<file path="config.mk">
export PLATFORM = sky130hd
export DESIGN_NAME = block_buffer_cache_clock_policy_core_flat
export DESIGN_NICKNAME = d
export VERILOG_FILES = /design/src/sv/bbcc_pkg.sv /design/src/sv/bbcc_if.sv /design/src/sv/bbcc_tag_store.sv /design/src/sv/block_buffer_cache_clock_policy_core.sv /design/src/flat_wrapper.sv
export SDC_FILE = /design/constraint.sdc
export NUM_CORES = 2
export LEC_CHECK = 0
export BUFFER_PORTS_ARGS = -buffer_cell sky130_fd_sc_hd__buf_2
export CAP_MARGIN = 30
export CORE_MARGIN = 8
export CORE_UTILIZATION = 40
export DETAILED_ROUTE_END_ITERATION = 7
export REMOVE_ABC_BUFFERS = 1
export SLEW_MARGIN = 5
export SYNTH_ARGS = -nofsm -noshare
export SYNTH_HDL_FRONTEND = slang
export SYNTH_SLANG_ARGS = --single-unit
</file>
<file path="constraint.sdc">
create_clock -name clk -period 5.45 [get_ports clk]
set_clock_uncertainty 0.05 [all_clocks]
set_input_delay 0.545 -clock clk [delete_from_list [all_inputs] [get_ports clk]]
set_output_delay 0.545 -clock clk [all_outputs]
set_load 0.03 [all_outputs]
</file>
<file path="src/sv/bbcc_pkg.sv">
// bbcc_pkg: shared types and codes for the buffer cache clock policy core
// no dependencies; used by the tag store, the top level and the testbench
`default_nettype none

package bbcc_pkg;

  // request modes
  localparam logic [2:0] MODE_GET     = 3'd0;
  localparam logic [2:0] MODE_NEW     = 3'd1;
  localparam logic [2:0] MODE_RELEASE = 3'd2;
  localparam logic [2:0] MODE_DIRTY   = 3'd3;
  localparam logic [2:0] MODE_RENAME  = 3'd4;
  localparam logic [2:0] MODE_SYNC    = 3'd5;

  // result kinds
  localparam logic [1:0] KIND_DONE  = 2'd0;
  localparam logic [1:0] KIND_WBACK = 2'd1;
  localparam logic [1:0] KIND_FILL  = 2'd2;
  localparam logic [1:0] KIND_ZERO  = 2'd3;

  // result status codes
  localparam logic [2:0] STAT_OK         = 3'd0;
  localparam logic [2:0] STAT_MISS       = 3'd1;
  localparam logic [2:0] STAT_BLOCK_ZERO = 3'd2;
  localparam logic [2:0] STAT_ALL_PINNED = 3'd3;
  localparam logic [2:0] STAT_UNPINNED   = 3'd4;

  // pin count limits
  localparam logic signed [7:0] PIN_MAX   = 8'sd127;
  localparam logic signed [7:0] PIN_SPENT = -8'sd1;

  // sweep gives up on the wrap of the hand after this many wraps
  localparam logic [1:0] WRAP_LIMIT = 2'd2;

  typedef struct packed {
    logic [7:0]  device;
    logic [31:0] block;
  } tag_t;

  typedef struct packed {
    logic [1:0]  kind;
    logic [4:0]  slot;
    logic [7:0]  device;
    logic [31:0] block;
    logic [2:0]  status;
    logic        last;
  } res_t;

  typedef enum logic [3:0] {
    S_IDLE,
    S_DISPATCH,
    S_FIND_RD,
    S_FIND_CMP,
    S_REN_SET,
    S_SWEEP,
    S_SWEEP_TEST,
    S_VICTIM,
    S_SLOT_RD,
    S_SLOT_OP,
    S_SYNC_RD,
    S_SYNC_CMP,
    S_SYNC_NEXT,
    S_PEND_LOAD,
    S_EMIT
  } state_t;

endpackage

`default_nettype wire

</file>
<file path="src/sv/bbcc_if.sv">
// bbcc_req_if / bbcc_rsp_if: valid-ready channels for requests and results
// no dependencies
`default_nettype none

interface bbcc_req_if;
  logic        valid;
  logic        ready;
  logic [2:0]  mode;
  logic [7:0]  device;
  logic [31:0] block_number;
  logic [4:0]  buffer_slot;

  modport source (output valid, mode, device, block_number, buffer_slot, input ready);
  modport sink   (input valid, mode, device, block_number, buffer_slot, output ready);
endinterface

interface bbcc_rsp_if;
  logic        valid;
  logic        ready;
  logic [1:0]  kind;
  logic [4:0]  slot;
  logic [7:0]  out_device;
  logic [31:0] out_block;
  logic [2:0]  status;
  logic        last;

  modport source (output valid, kind, slot, out_device, out_block, status, last,
                  input ready);
  modport sink   (input valid, kind, slot, out_device, out_block, status, last,
                  output ready);
endinterface

`default_nettype wire

</file>
<file path="src/sv/bbcc_tag_store.sv">
// bbcc_tag_store: device/block tag memory, one address per cycle, registered read
// depends on bbcc_pkg; entries never written read back as zero
`default_nettype none

module bbcc_tag_store #(
  parameter int NUM_BUFFERS = 31
) (
  input  wire logic                           clk,
  input  wire logic                           rst,
  input  wire logic [$clog2(NUM_BUFFERS)-1:0] addr,
  input  wire logic                           wr_en,
  input  wire bbcc_pkg::tag_t                 wr_data,
  output bbcc_pkg::tag_t                      rd_data
);

  bbcc_pkg::tag_t           mem [NUM_BUFFERS];
  logic [NUM_BUFFERS-1:0]   written;
  bbcc_pkg::tag_t           rd_q;
  logic                     rd_written;

  // written flags
  always_ff @(posedge clk) begin
    if (rst) begin
      written <= '0;
    end else if (wr_en) begin
      written[addr] <= 1'b1;
    end
  end

  // memory write and registered read
  always_ff @(posedge clk) begin
    if (wr_en) begin
      mem[addr] <= wr_data;
    end
    rd_q       <= mem[addr];
    rd_written <= written[addr];
  end

  assign rd_data = rd_written ? rd_q : '0;

endmodule

`default_nettype wire

</file>
<file path="src/sv/block_buffer_cache_clock_policy_core.sv">
// Buffer cache tag, pin and clock replacement engine; one request at a time.
// A lookup walks the entries in turn, reading each tag and then comparing it; a sync
// walk reads, compares and steps on for each entry; the sweep steps the hand and then
// tests the pin count, over up to three wraps; each result passes through the emit state.
// req.ready is high only when idle; a request waits until the last result is registered.
// Reset: synchronous; clears valid, dirty, pin counts, hand and the output valid flag.
`default_nettype none

module block_buffer_cache_clock_policy_core #(
  parameter int NUM_BUFFERS = 31
) (
  input wire logic    clk,
  input wire logic    rst,
  bbcc_req_if.sink    req,
  bbcc_rsp_if.source  rsp
);

  localparam int IW = $clog2(NUM_BUFFERS);
  localparam logic [IW-1:0] LAST_IDX = IW'(NUM_BUFFERS - 1);

  bbcc_pkg::state_t state, state_next, ret, ret_next;

  // latched request
  logic [2:0]  cur_mode;
  logic [7:0]  cur_dev;
  logic [31:0] cur_blk;
  logic [4:0]  cur_slot;

  logic [IW-1:0] idx, idx_next;
  logic [IW-1:0] hand, hand_next;
  logic [1:0]    wraps, wraps_next;
  logic          have_pend, have_pend_next;
  bbcc_pkg::res_t res, res_next, pend, pend_next, out_q;
  logic          out_valid;

  // per-entry state
  logic [NUM_BUFFERS-1:0] valid;
  logic [NUM_BUFFERS-1:0] dirty;
  logic signed [7:0]      pins [NUM_BUFFERS];

  // array writes, all at idx
  logic              pin_we, valid_we, valid_wd, dirty_we, dirty_wd, tag_we;
  logic signed [7:0] pin_wd;
  bbcc_pkg::tag_t    tag_q;

  logic signed [7:0] p;
  logic              v, d, obuf_free, slot_oor, hit;
  logic [IW:0]       hand_inc;
  logic signed [7:0] p_up, p_down;

  bbcc_tag_store #(.NUM_BUFFERS(NUM_BUFFERS)) u_tags (
    .clk     (clk),
    .rst     (rst),
    .addr    (idx),
    .wr_en   (tag_we),
    .wr_data ({cur_dev, cur_blk}),
    .rd_data (tag_q)
  );

  assign p         = pins[idx];
  assign v         = valid[idx];
  assign d         = dirty[idx];
  assign obuf_free = !out_valid || rsp.ready;
  assign slot_oor  = {2'b00, cur_slot} >= 7'(NUM_BUFFERS);
  assign hit       = v && (tag_q.device == cur_dev) && (tag_q.block == cur_blk);
  assign hand_inc  = {1'b0, hand} + 1'b1;
  assign p_up      = (p < 0) ? 8'sd1 : ((p < bbcc_pkg::PIN_MAX) ? p + 8'sd1 : p);
  assign p_down    = (p > bbcc_pkg::PIN_SPENT) ? p - 8'sd1 : p;

  assign req.ready = (state == bbcc_pkg::S_IDLE);

  // state register and datapath registers
  always_ff @(posedge clk) begin
    if (rst) begin
      state     <= bbcc_pkg::S_IDLE;
      ret       <= bbcc_pkg::S_IDLE;
      hand      <= '0;
      wraps     <= '0;
      have_pend <= 1'b0;
      idx       <= '0;
    end else begin
      state     <= state_next;
      ret       <= ret_next;
      hand      <= hand_next;
      wraps     <= wraps_next;
      have_pend <= have_pend_next;
      idx       <= idx_next;
    end
    res  <= res_next;
    pend <= pend_next;
    if (req.valid && req.ready) begin
      cur_mode <= req.mode;
      cur_dev  <= req.device;
      cur_blk  <= req.block_number;
      cur_slot <= req.buffer_slot;
    end
  end

  // entry flags and pin counts
  always_ff @(posedge clk) begin
    if (rst) begin
      valid <= '0;
      dirty <= '0;
      for (int i = 0; i < NUM_BUFFERS; i++) begin
        pins[i] <= 8'sd0;
      end
    end else begin
      if (valid_we) valid[idx] <= valid_wd;
      if (dirty_we) dirty[idx] <= dirty_wd;
      if (pin_we)   pins[idx]  <= pin_wd;
    end
  end

  // output register
  always_ff @(posedge clk) begin
    if (rst) begin
      out_valid <= 1'b0;
    end else if (state == bbcc_pkg::S_EMIT && obuf_free) begin
      out_valid <= 1'b1;
    end else if (rsp.ready) begin
      out_valid <= 1'b0;
    end
    if (state == bbcc_pkg::S_EMIT && obuf_free) begin
      out_q <= res;
    end
  end

  assign rsp.valid      = out_valid;
  assign rsp.kind       = out_q.kind;
  assign rsp.slot       = out_q.slot;
  assign rsp.out_device = out_q.device;
  assign rsp.out_block  = out_q.block;
  assign rsp.status     = out_q.status;
  assign rsp.last       = out_q.last;

  // sequencer
  always_comb begin
    state_next     = state;
    ret_next       = ret;
    idx_next       = idx;
    hand_next      = hand;
    wraps_next     = wraps;
    have_pend_next = have_pend;
    res_next       = res;
    pend_next      = pend;
    pin_we         = 1'b0;
    pin_wd         = p;
    valid_we       = 1'b0;
    valid_wd       = 1'b0;
    dirty_we       = 1'b0;
    dirty_wd       = 1'b0;
    tag_we         = 1'b0;
    unique case (state)
      bbcc_pkg::S_IDLE: begin
        if (req.valid) begin
          state_next = bbcc_pkg::S_DISPATCH;
        end
      end
      bbcc_pkg::S_DISPATCH: begin
        res_next   = '{bbcc_pkg::KIND_DONE, 5'd0, 8'd0, 32'd0, bbcc_pkg::STAT_OK, 1'b1};
        ret_next   = bbcc_pkg::S_IDLE;
        state_next = bbcc_pkg::S_EMIT;
        case (cur_mode) inside
          bbcc_pkg::MODE_GET, bbcc_pkg::MODE_NEW: begin
            wraps_next = '0;
            if (cur_blk == 32'd0) begin
              res_next.status = bbcc_pkg::STAT_BLOCK_ZERO;
            end else begin
              idx_next   = '0;
              state_next = bbcc_pkg::S_FIND_RD;
            end
          end
          bbcc_pkg::MODE_RELEASE, bbcc_pkg::MODE_DIRTY: begin
            if (!slot_oor) begin
              idx_next   = IW'(cur_slot);
              state_next = bbcc_pkg::S_SLOT_RD;
            end
          end
          bbcc_pkg::MODE_RENAME: begin
            if (!slot_oor) begin
              idx_next   = '0;
              state_next = bbcc_pkg::S_FIND_RD;
            end
          end
          bbcc_pkg::MODE_SYNC: begin
            idx_next       = '0;
            have_pend_next = 1'b0;
            state_next     = bbcc_pkg::S_SYNC_RD;
          end
          default: begin
          end
        endcase
      end
      bbcc_pkg::S_FIND_RD: begin
        state_next = bbcc_pkg::S_FIND_CMP;
      end
      bbcc_pkg::S_FIND_CMP: begin
        if (hit) begin
          if (cur_mode == bbcc_pkg::MODE_RENAME) begin
            valid_we   = 1'b1;
            valid_wd   = 1'b0;
            pin_we     = 1'b1;
            pin_wd     = 8'sd0;
            idx_next   = IW'(cur_slot);
            state_next = bbcc_pkg::S_REN_SET;
          end else begin
            pin_we   = 1'b1;
            pin_wd   = p_up;
            ret_next = bbcc_pkg::S_IDLE;
            if (cur_mode == bbcc_pkg::MODE_NEW) begin
              dirty_we = 1'b1;
              dirty_wd = 1'b1;
              res_next = '{bbcc_pkg::KIND_ZERO, 5'(idx), cur_dev, cur_blk,
                           bbcc_pkg::STAT_OK, 1'b1};
            end else begin
              res_next = '{bbcc_pkg::KIND_DONE, 5'(idx), 8'd0, 32'd0,
                           bbcc_pkg::STAT_OK, 1'b1};
            end
            state_next = bbcc_pkg::S_EMIT;
          end
        end else if (idx == LAST_IDX) begin
          if (cur_mode == bbcc_pkg::MODE_RENAME) begin
            idx_next   = IW'(cur_slot);
            state_next = bbcc_pkg::S_REN_SET;
          end else begin
            state_next = bbcc_pkg::S_SWEEP;
          end
        end else begin
          idx_next   = idx + 1'b1;
          state_next = bbcc_pkg::S_FIND_RD;
        end
      end
      bbcc_pkg::S_REN_SET: begin
        valid_we   = 1'b1;
        valid_wd   = 1'b1;
        dirty_we   = 1'b1;
        dirty_wd   = 1'b1;
        tag_we     = 1'b1;
        pin_we     = 1'b1;
        pin_wd     = p_down;
        res_next   = '{bbcc_pkg::KIND_DONE, cur_slot, 8'd0, 32'd0, bbcc_pkg::STAT_OK, 1'b1};
        ret_next   = bbcc_pkg::S_IDLE;
        state_next = bbcc_pkg::S_EMIT;
      end
      bbcc_pkg::S_SWEEP: begin
        // advance the hand, counting wraps
        if (hand_inc >= (IW+1)'(NUM_BUFFERS)) begin
          hand_next = '0;
          idx_next  = '0;
          if (wraps == bbcc_pkg::WRAP_LIMIT) begin
            res_next   = '{bbcc_pkg::KIND_DONE, 5'd0, 8'd0, 32'd0,
                           bbcc_pkg::STAT_ALL_PINNED, 1'b1};
            ret_next   = bbcc_pkg::S_IDLE;
            state_next = bbcc_pkg::S_EMIT;
          end else begin
            wraps_next = wraps + 1'b1;
            state_next = bbcc_pkg::S_SWEEP_TEST;
          end
        end else begin
          hand_next  = hand_inc[IW-1:0];
          idx_next   = hand_inc[IW-1:0];
          state_next = bbcc_pkg::S_SWEEP_TEST;
        end
      end
      bbcc_pkg::S_SWEEP_TEST: begin
        if (p < 0) begin
          state_next = bbcc_pkg::S_VICTIM;
        end else begin
          if (p == 8'sd0) begin
            pin_we = 1'b1;
            pin_wd = bbcc_pkg::PIN_SPENT;
          end
          state_next = bbcc_pkg::S_SWEEP;
        end
      end
      bbcc_pkg::S_VICTIM: begin
        // take the victim and install the new name
        pin_we    = 1'b1;
        pin_wd    = 8'sd1;
        valid_we  = 1'b1;
        valid_wd  = 1'b1;
        dirty_we  = 1'b1;
        dirty_wd  = (cur_mode == bbcc_pkg::MODE_NEW);
        tag_we    = 1'b1;
        pend_next = '{(cur_mode == bbcc_pkg::MODE_GET) ? bbcc_pkg::KIND_FILL
                                                        : bbcc_pkg::KIND_ZERO,
                      5'(idx), cur_dev, cur_blk, bbcc_pkg::STAT_MISS, 1'b1};
        if (d) begin
          res_next = '{bbcc_pkg::KIND_WBACK, 5'(idx), tag_q.device, tag_q.block,
                       bbcc_pkg::STAT_OK, 1'b0};
          ret_next = bbcc_pkg::S_PEND_LOAD;
        end else begin
          res_next = '{(cur_mode == bbcc_pkg::MODE_GET) ? bbcc_pkg::KIND_FILL
                                                         : bbcc_pkg::KIND_ZERO,
                       5'(idx), cur_dev, cur_blk, bbcc_pkg::STAT_MISS, 1'b1};
          ret_next = bbcc_pkg::S_IDLE;
        end
        state_next = bbcc_pkg::S_EMIT;
      end
      bbcc_pkg::S_PEND_LOAD: begin
        res_next   = pend;
        ret_next   = bbcc_pkg::S_IDLE;
        state_next = bbcc_pkg::S_EMIT;
      end
      bbcc_pkg::S_SLOT_RD: begin
        state_next = bbcc_pkg::S_SLOT_OP;
      end
      bbcc_pkg::S_SLOT_OP: begin
        res_next   = '{bbcc_pkg::KIND_DONE, cur_slot, 8'd0, 32'd0, bbcc_pkg::STAT_OK, 1'b1};
        ret_next   = bbcc_pkg::S_IDLE;
        state_next = bbcc_pkg::S_EMIT;
        if (cur_mode == bbcc_pkg::MODE_RELEASE) begin
          if (p <= 0) begin
            res_next.status = bbcc_pkg::STAT_UNPINNED;
          end else begin
            pin_we = 1'b1;
            pin_wd = p_down;
            if (d) begin
              dirty_we = 1'b1;
              dirty_wd = 1'b0;
              res_next = '{bbcc_pkg::KIND_WBACK, cur_slot, tag_q.device, tag_q.block,
                           bbcc_pkg::STAT_OK, 1'b1};
            end
          end
        end else begin
          dirty_we = 1'b1;
          dirty_wd = 1'b1;
        end
      end
      bbcc_pkg::S_SYNC_RD: begin
        state_next = bbcc_pkg::S_SYNC_CMP;
      end
      bbcc_pkg::S_SYNC_CMP: begin
        // hold one write back back so the final one can carry last
        state_next = bbcc_pkg::S_SYNC_NEXT;
        if (v && d && tag_q.device == cur_dev) begin
          dirty_we       = 1'b1;
          dirty_wd       = 1'b0;
          pend_next      = '{bbcc_pkg::KIND_WBACK, 5'(idx), cur_dev, tag_q.block,
                             bbcc_pkg::STAT_OK, 1'b0};
          have_pend_next = 1'b1;
          if (have_pend) begin
            res_next   = pend;
            ret_next   = bbcc_pkg::S_SYNC_NEXT;
            state_next = bbcc_pkg::S_EMIT;
          end
        end
      end
      bbcc_pkg::S_SYNC_NEXT: begin
        if (idx == LAST_IDX) begin
          if (have_pend) begin
            res_next      = pend;
            res_next.last = 1'b1;
          end else begin
            res_next = '{bbcc_pkg::KIND_DONE, 5'd0, 8'd0, 32'd0, bbcc_pkg::STAT_OK, 1'b1};
          end
          ret_next   = bbcc_pkg::S_IDLE;
          state_next = bbcc_pkg::S_EMIT;
        end else begin
          idx_next   = idx + 1'b1;
          state_next = bbcc_pkg::S_SYNC_RD;
        end
      end
      bbcc_pkg::S_EMIT: begin
        if (obuf_free) begin
          state_next = ret;
        end
      end
      default: begin
        state_next = bbcc_pkg::S_IDLE;
      end
    endcase
  end

  // checks
  a_busy_after_accept: assert property (@(posedge clk) disable iff (rst)
    req.valid && req.ready |=> !req.ready)
    else $error("request taken while previous one in flight");

  a_hand_range: assert property (@(posedge clk) disable iff (rst)
    hand <= LAST_IDX)
    else $error("clock hand out of range");

  a_wrap_bound: assert property (@(posedge clk) disable iff (rst)
    wraps != 2'd3)
    else $error("sweep wrapped too often");

  a_emit_stall: assert property (@(posedge clk) disable iff (rst)
    state == bbcc_pkg::S_EMIT && rsp.valid && !rsp.ready |=> state == bbcc_pkg::S_EMIT)
    else $error("result dropped while output stalled");

endmodule

`default_nettype wire

</file>
<file path="src/flat_wrapper.sv">
// flat-port wrapper written by rule: the top's interface ports become plain ports
module block_buffer_cache_clock_policy_core_flat 
#(
  parameter int NUM_BUFFERS = 31
)
  (clk, rst, req_valid, req_mode, req_device, req_block_number, req_buffer_slot, req_ready, rsp_valid, rsp_kind, rsp_slot, rsp_out_device, rsp_out_block, rsp_status, rsp_last, rsp_ready);
  bbcc_req_if req_i ();
  bbcc_rsp_if rsp_i ();
  input wire logic clk;
  input wire logic rst;
  input wire logic [$bits(req_i.valid)-1:0] req_valid;
  input wire logic [$bits(req_i.mode)-1:0] req_mode;
  input wire logic [$bits(req_i.device)-1:0] req_device;
  input wire logic [$bits(req_i.block_number)-1:0] req_block_number;
  input wire logic [$bits(req_i.buffer_slot)-1:0] req_buffer_slot;
  output wire logic [$bits(req_i.ready)-1:0] req_ready;
  output wire logic [$bits(rsp_i.valid)-1:0] rsp_valid;
  output wire logic [$bits(rsp_i.kind)-1:0] rsp_kind;
  output wire logic [$bits(rsp_i.slot)-1:0] rsp_slot;
  output wire logic [$bits(rsp_i.out_device)-1:0] rsp_out_device;
  output wire logic [$bits(rsp_i.out_block)-1:0] rsp_out_block;
  output wire logic [$bits(rsp_i.status)-1:0] rsp_status;
  output wire logic [$bits(rsp_i.last)-1:0] rsp_last;
  input wire logic [$bits(rsp_i.ready)-1:0] rsp_ready;
  assign req_i.valid = req_valid;
  assign req_i.mode = req_mode;
  assign req_i.device = req_device;
  assign req_i.block_number = req_block_number;
  assign req_i.buffer_slot = req_buffer_slot;
  assign req_ready = req_i.ready;
  assign rsp_valid = rsp_i.valid;
  assign rsp_kind = rsp_i.kind;
  assign rsp_slot = rsp_i.slot;
  assign rsp_out_device = rsp_i.out_device;
  assign rsp_out_block = rsp_i.out_block;
  assign rsp_status = rsp_i.status;
  assign rsp_last = rsp_i.last;
  assign rsp_i.ready = rsp_ready;
  block_buffer_cache_clock_policy_core #(.NUM_BUFFERS(NUM_BUFFERS)) u_core (.clk(clk), .rst(rst), .req(req_i), .rsp(rsp_i));
endmodule
</file>
### Yosys cells after proc, flatten, opt, wreduce, memory -nomap -nowiden

Memory sizes are Yosys's and may differ from the RTL's. A register that Yosys moved wholly into a read port is not among the register bits.
Index checks and enable logic that the tools add are counted.
Widths: inputs -> output; s select.

| operators by class | value |
|---|---|
| bitwise operators | 1 |
| mux-type cells | 128 |
| equality and inequality tests | 43 |
| magnitude comparators | 8 |
| reduce and logical (&&, ||, !) cells | 33 |
| add/sub/neg operators | 5 |

Operators by type and width:

| cell | count |
|---|---|
| $mux 51 | 12 |
| $pmux 51 s9 | 1 |
| $pmux 51 s2 | 1 |
| $mux 4 | 20 |
| $mux 8 | 10 |
| $mux 5 | 15 |
| $bwmux 31 | 2 |
| $mux 50 | 1 |
| $pmux 4 s12 | 1 |
| $mux 46 | 1 |
| $mux 40 | 1 |
| $pmux 8 s5 | 1 |
| $mux 1 | 38 |
| $eq 32x32->1 | 1 |
| $logic_not 32->1 | 1 |
| $or 31x31->31 | 1 |
| $eq 4x4->1 const B | 7 |
| $pmux 4 s6 | 1 |
| $pmux 5 s4 | 1 |
| $mux 3 | 6 |
| $ne 2x1->1 const B | 9 |
| $eq 4x3->1 const B | 4 |
| $reduce_and 8->1 | 2 |
| $bmux 1 s5 | 3 |
| 46 further kinds | 78 |

| word-level totals | value |
|---|---|
| register bits | 317 |
| word-level logic and storage cells | 253 |
| output and inout port bits | 53 |
| input bits | 52 |
| memories | 2 |
| memory bits (writable) | 1488 |

Memories:

| name | depth | width | read ports | clocked after Yosys merged registers in | write ports | RTL line | text |
|---|---|---|---|---|---|---|---|
| u_core.u_tags.mem | 31 | 40 | 1 | 1 | 1 | bbcc_tag_store.sv:16 | `bbcc_pkg::tag_t mem [NUM_BUFFERS];` |
| u_core.pins | 31 | 8 | 1 | 1 | 31 | block_buffer_cache_clock_policy_core.sv:39 | `logic signed [7:0] pins [NUM_BUFFERS];` |

### Depth between registers and ports, before layout

| logic depth | value |
|---|---|
| depth after elaboration | 11 |
| gate-level depth with buffers | 18 |
| gate-level depth less buffers | 12 |

### Cells and area by module

From an unflattened synthesis, not the netlist that was laid out.

| second synthesis, totals | value |
|---|---|
| cells, all modules | 4710 |
| area total of the unflattened synthesis | 74152.4 µm² |

Modules (own cells, without submodules):

| module | cells each | area an instance (µm²) | instances | sequential area each (µm²) |
|---|---|---|---|---|
| bbcc_tag_store | 2787 | 49527.5 | 1 | 38677.1 |
| block_buffer_cache_clock_policy_core | 1923 | 24624.9 | 1 | 15344.7 |

### Worst setup path before layout

Ideal clock, no wire load.

| path | value |
|---|---|
| path kind | flip-flop to flip-flop |
| from | register u_core.state[3] |
| to | register u_core.out_q, in the netlist u_core.rsp.kind[0] (enable) |
| buffers on the path | 2 |
| setup time | 0.523 ns |
| required time | 4.877 ns |
| clock period less this slack | 5.021 ns |
| cell stages (with the launch flop) | 5 |
| data arrival time | 4.448 ns |
| path slack | 0.429 ns |
| path through | dfxtp_1 > clkbuf_1 > clkbuf_1 > nand3_1 > nor3_1 |

| on the way | value |
|---|---|
| word-level cells in the longest chain between the ends | 2 |

RTL lines:

| element | RTL line | text |
|---|---|---|
| from (decl) | block_buffer_cache_clock_policy_core.sv:21 | `bbcc_pkg::state_t state, state_next, ret, ret_next;` |
| from (signal assigned) | block_buffer_cache_clock_policy_core.sv:75 | `state <= bbcc_pkg::S_IDLE;` |
| from (signal assigned) | block_buffer_cache_clock_policy_core.sv:82 | `state <= state_next;` |
| $eq 4x4->1 | block_buffer_cache_clock_policy_core.sv:123 | `if (state == bbcc_pkg::S_EMIT && obuf_free) begin` |
| $logic_and 1x1->1 | block_buffer_cache_clock_policy_core.sv:123 |  |
| to (signal assigned) | block_buffer_cache_clock_policy_core.sv:124 | `out_q <= res;` |
| to (decl) | block_buffer_cache_clock_policy_core.sv:33 | `bbcc_pkg::res_t res, res_next, pend, pend_next, out_q;` |

Every way passes these cells.
A chain may end at the register's enable or synchronous reset.

==> out/metrics.csv <==
stage,metric,value,unit
worst_setup_path,cell chain of the critical path,"buf_4, mux4_2, mux4_2, mux2i_1, ha_1, o41ai_1, nor4b_2, a21oi_2, a31oi_2, buf_4, nand3_1, nand2b_1",
power_and_ir_drop,Pleak,0.0275,uW
die,total die area,0.201,mm2
synth,dominant cell type by area after synthesis,edfxtp_1,
die,initial core utilization,40.3,%
sta,fin crit period,5.05,ns
run_status,status,"finished, final reports clean",
die,core area,0.186,mm2
routing,total vias in the final route,43300,
worst_setup_path,Worst R2R Setup Slack,0.40,ns
power_and_ir_drop,Sw Share,28.5,%
sta,slew of the pin with the lowest slew margin,1.07,ns
synth,largest cells by area after synthesis,"edfxtp_1, mux4_2, dfxtp_1",
worst_setup_path,Worst path slowest cell,mux4_2,
synth,yosys warns,0,
clock_tree,Clock Latency Late Sink,0.83,ns
routing,WL/cell,29.2,um
place,Post-Place Cells,6938,
sta,final count of negative-setup-slack endpoints,0,
clock_tree,Clock H-tree levels,4,
routing,WL final,214,mm
synth,Unique masters post-synth,78,
cells_and_area,Layout fillers,15700,
place,hpwl dp,125,mm
cells_and_area,non-filler instance count after layout,7345,
cells_and_area,Nets,4761,
die,die height,449,um
worst_setup_path,crit path DAT,5.46,ns
clock_tree,CTS tree,yes,
sta,"Slew Viols, Final",0,
synth,top_reg_cell synth,edfxtp_1,
clock_tree,clock buffer count from CTS,185,
routing,DR DRC count,0,
hold_path,worst min-delay path class,input port to flip-flop,
sta,TNS Setup,0,ns
die,die width,449,um
cells_and_area,share of cells above drive strength 1,21.3,%
hold_path,hold path cells,3,
synth,cells after synthesis,4454,
place,dpl cell area,0.0794,mm2
worst_setup_path,startpoint types,flip-flop,
power_and_ir_drop,power per cell area,422,mW/mm2
grt,Tot GR Track Use,20.6,%
cells_and_area,Layout area overhead,14.9,%
grt,first-pass GRT wire length,307,mm
routing,Starting DRT DRC Count,6253,
routing,Final ANT Viol Nets,0,
synth,Avg Synthesized Cell Area,16.8,um2
clock_tree,Root Driver,clkbuf_16,
synth,Post-synth ARST share,0,%
power_and_ir_drop,clock share of power,34.5,%
sta,"Hold Violations, Final",0,
hold_path,hold endpoint,u_core.state[0],
synth,synthesized area,0.0748,mm2
synth,synthesized flop and latch total,1852,
worst_setup_path,"slowest stage delay, CP",0.55,ns
worst_setup_path,Setup CP Type,flip-flop to flip-flop,
grt,antenna violations before repair,6,
sta,f_max,198,MHz
worst_setup_path,CP Data Required Time,5.86,ns
clock_tree,clk buf depth,3,
clock_tree,Clock Sinks,1852,
grt,number of global-route vias before repair,42100,
clock_tree,postcts setup bufs,0,
power_and_ir_drop,Psw,10300,uW
power_and_ir_drop,combinational share of power,17.3,%
worst_setup_path,worst reg-to-reg path cell count,12,
sta,Worst slew margin,28.8,%
worst_setup_path,Worst Setup End Kind,flip-flop,
clock_tree,"Clk pin slew, worst setup/hold paths",0.06,ns
run,MaxCap Viol Count,0,
power_and_ir_drop,Int Pwr,25900,uW
synth,Post-synth EDFFs,1693,
cells_and_area,post-route design area,0.0860,mm2
grt,global route overflow,0,
place,input/output buffers,104,
hold_path,Hold Crit Start,req_valid,
power_and_ir_drop,Peak VDD IR,0.000311,V
routing,vias per cell,5.89,
worst_setup_path,Top delay family on crit path,multiplexers,
power_and_ir_drop,total power,36300,uW
die,site row count,158,
synth,post-synthesis sequential area ratio,72.2,%
worst_setup_path,worst-path maximum fanout,17,
sta,Final Cycle Share,92.7,%
place,GPL Wtd Cong,0.925,
worst_setup_path,worst path bufs/invs,2,
power_and_ir_drop,Reg power frac,48.2,%
routing,first-pass iteration count of the detailed router,6,
sta,RSZ-0062 raised after global routing,false,
grt,largest net degree at the start of global routing,145,
worst_setup_path,R2R Path End,u_core.pins[27][6],
die,Top Ports,105,
synth,Synth top area share,67.9,%
## tightest hold or removal path: stages
cell and delay (ns):
buf_2 0.09, o22ai_1 0.12, nor3_1 0.18
## cells in the final DEF, fill, tap and decap left out, types with 36 or more instances in the layout
master,instances
buf_4,171
o21ai_0,209
nand2_1,250
dfxtp_1,153
buf_2,103
o211ai_1,39
nor3_1,45
dlygate4sd3_1,49
clkbuf_16,185
clkinv_2,60
clkbuf_1,54
mux4_2,364
a22oi_1,98
mux2i_1,192
nor2_1,295
o22a_1,36
nand3_1,54
inv_1,55
nand2b_1,43
edfxtp_1,1693
a211oi_1,57
a21oi_1,247
## power groups by stage
stage          registers, uW  logic, uW  clock network [uW]
6_report               17500       6280               12500
3_5_place_dp           17800       6130                   0
3_3_place_gp           17800       6010                   0
5_1_grt                17500       6620               13200
2_1_floorplan          18100       3890                   0
4_1_cts                17500       6180               12700
## layout make-up
type	instances	area [um2]	area share, %
Inverter	93	389	0.453
Multi-Input combinational cell	2206	19400	22.5
Clock inverter	96	950	1.10
Sequential cell	1852	54000	62.9
Tap cell	2480	3100	3.61
Antenna cell	4	10.0	0.0116
Timing Repair Buffer	361	3080	3.58
Clock buffer	253	5020	5.85
## synthesized netlist by cell type, types with 13 or more instances
cell type	n
nor2b_1	21
a22oi_1	98
o21ai_0	209
buf_1	50
nor3_1	46
nand4b_1	13
nor4_1	17
xor2_1	15
mux2i_1	193
a21oi_1	250
clkbuf_1	218
o22ai_1	22
nand2_1	251
edfxtp_1	1693
inv_1	89
nand3_1	55
dfxtp_1	159
o211ai_1	39
o22a_1	36
buf_2	25
nand2b_1	44
mux4_2	364
a211oi_1	58
nor2_1	299
## worst max path at each step
stage	from	end	slack, ns	cells past startpoint
after floorplan	u_core.idx[0]	u_core.dirty[0]	-16.29	8
after global placement	u_core.cur_blk[7]	u_core.idx[0]	0.16	9
after detailed placement	flip-flop	u_core.pins[29][2]	0.45	12
after CTS	flip-flop	u_core.pins[29][1]	0.42	12
after global routing	flip-flop	u_core.pins[29][1]	0.08	12
final	flip-flop	u_core.pins[27][6]	0.40	12
## layer usage
metal	up-vias	wire length (um)	GRT usage, %
met2	2219	101000	32.9
met5	-	0	0
li1	18200	-	-
met3	311	18600	3.46
met4	0	5300	5.25
met1	22600	89200	29.6
## repair_timing
action / in CTS / in global routing
gates resized for setup: 0 / 0
endpoints found under the hold margin: 49 / 0
hold buffers: 49 / 0
## stage by stage
stage               hold WS [ns]  util (%)  setup WS (ns)
global placement           0.352      42.7          0.156
CTS                       0.0638      46.2          0.419
floorplan                  0.350         -         -16.29
detailed placement         0.355      42.8          0.454
global route               0.152      46.3         0.0804
finish                     0.131      46.3          0.398
## cells by family (layout without fill, tap and decap cells)
family                   Yosys count  after routing  synth area share [%]
flip-flops                      1852           1852                  72.2
buffers and inverters            396            803                  2.11
multiplexers                     563            563                  13.6
other                              0              4                     0
AO/OA/AOI/OAI                    811            811                  6.84
adder cells (fa/ha/maj)           10             10                 0.167
AND/OR/NAND/NOR                  797            797                  4.76
XOR/XNOR                          25             25                 0.293
## state kept, by name, summed over array words and instances (netlist names), 8 cells and up, named ones only
| register | count |
|---|---|
| u_core.cur_dev | 8 |
| u_core.dirty | 31 |
| u_core.pend | 47 |
| u_core.pins | 256 |
| u_core.u_tags.rd_q | 40 |
| u_core.rsp.out_block | 32 |
| u_core.rsp.out_device | 8 |
| u_core.u_tags.written | 31 |
| u_core.u_tags.mem | 1240 |
| u_core.res | 51 |
| u_core.valid | 31 |
| u_core.cur_blk | 32 |
Note: power is estimated with default switching activity, not from simulation.
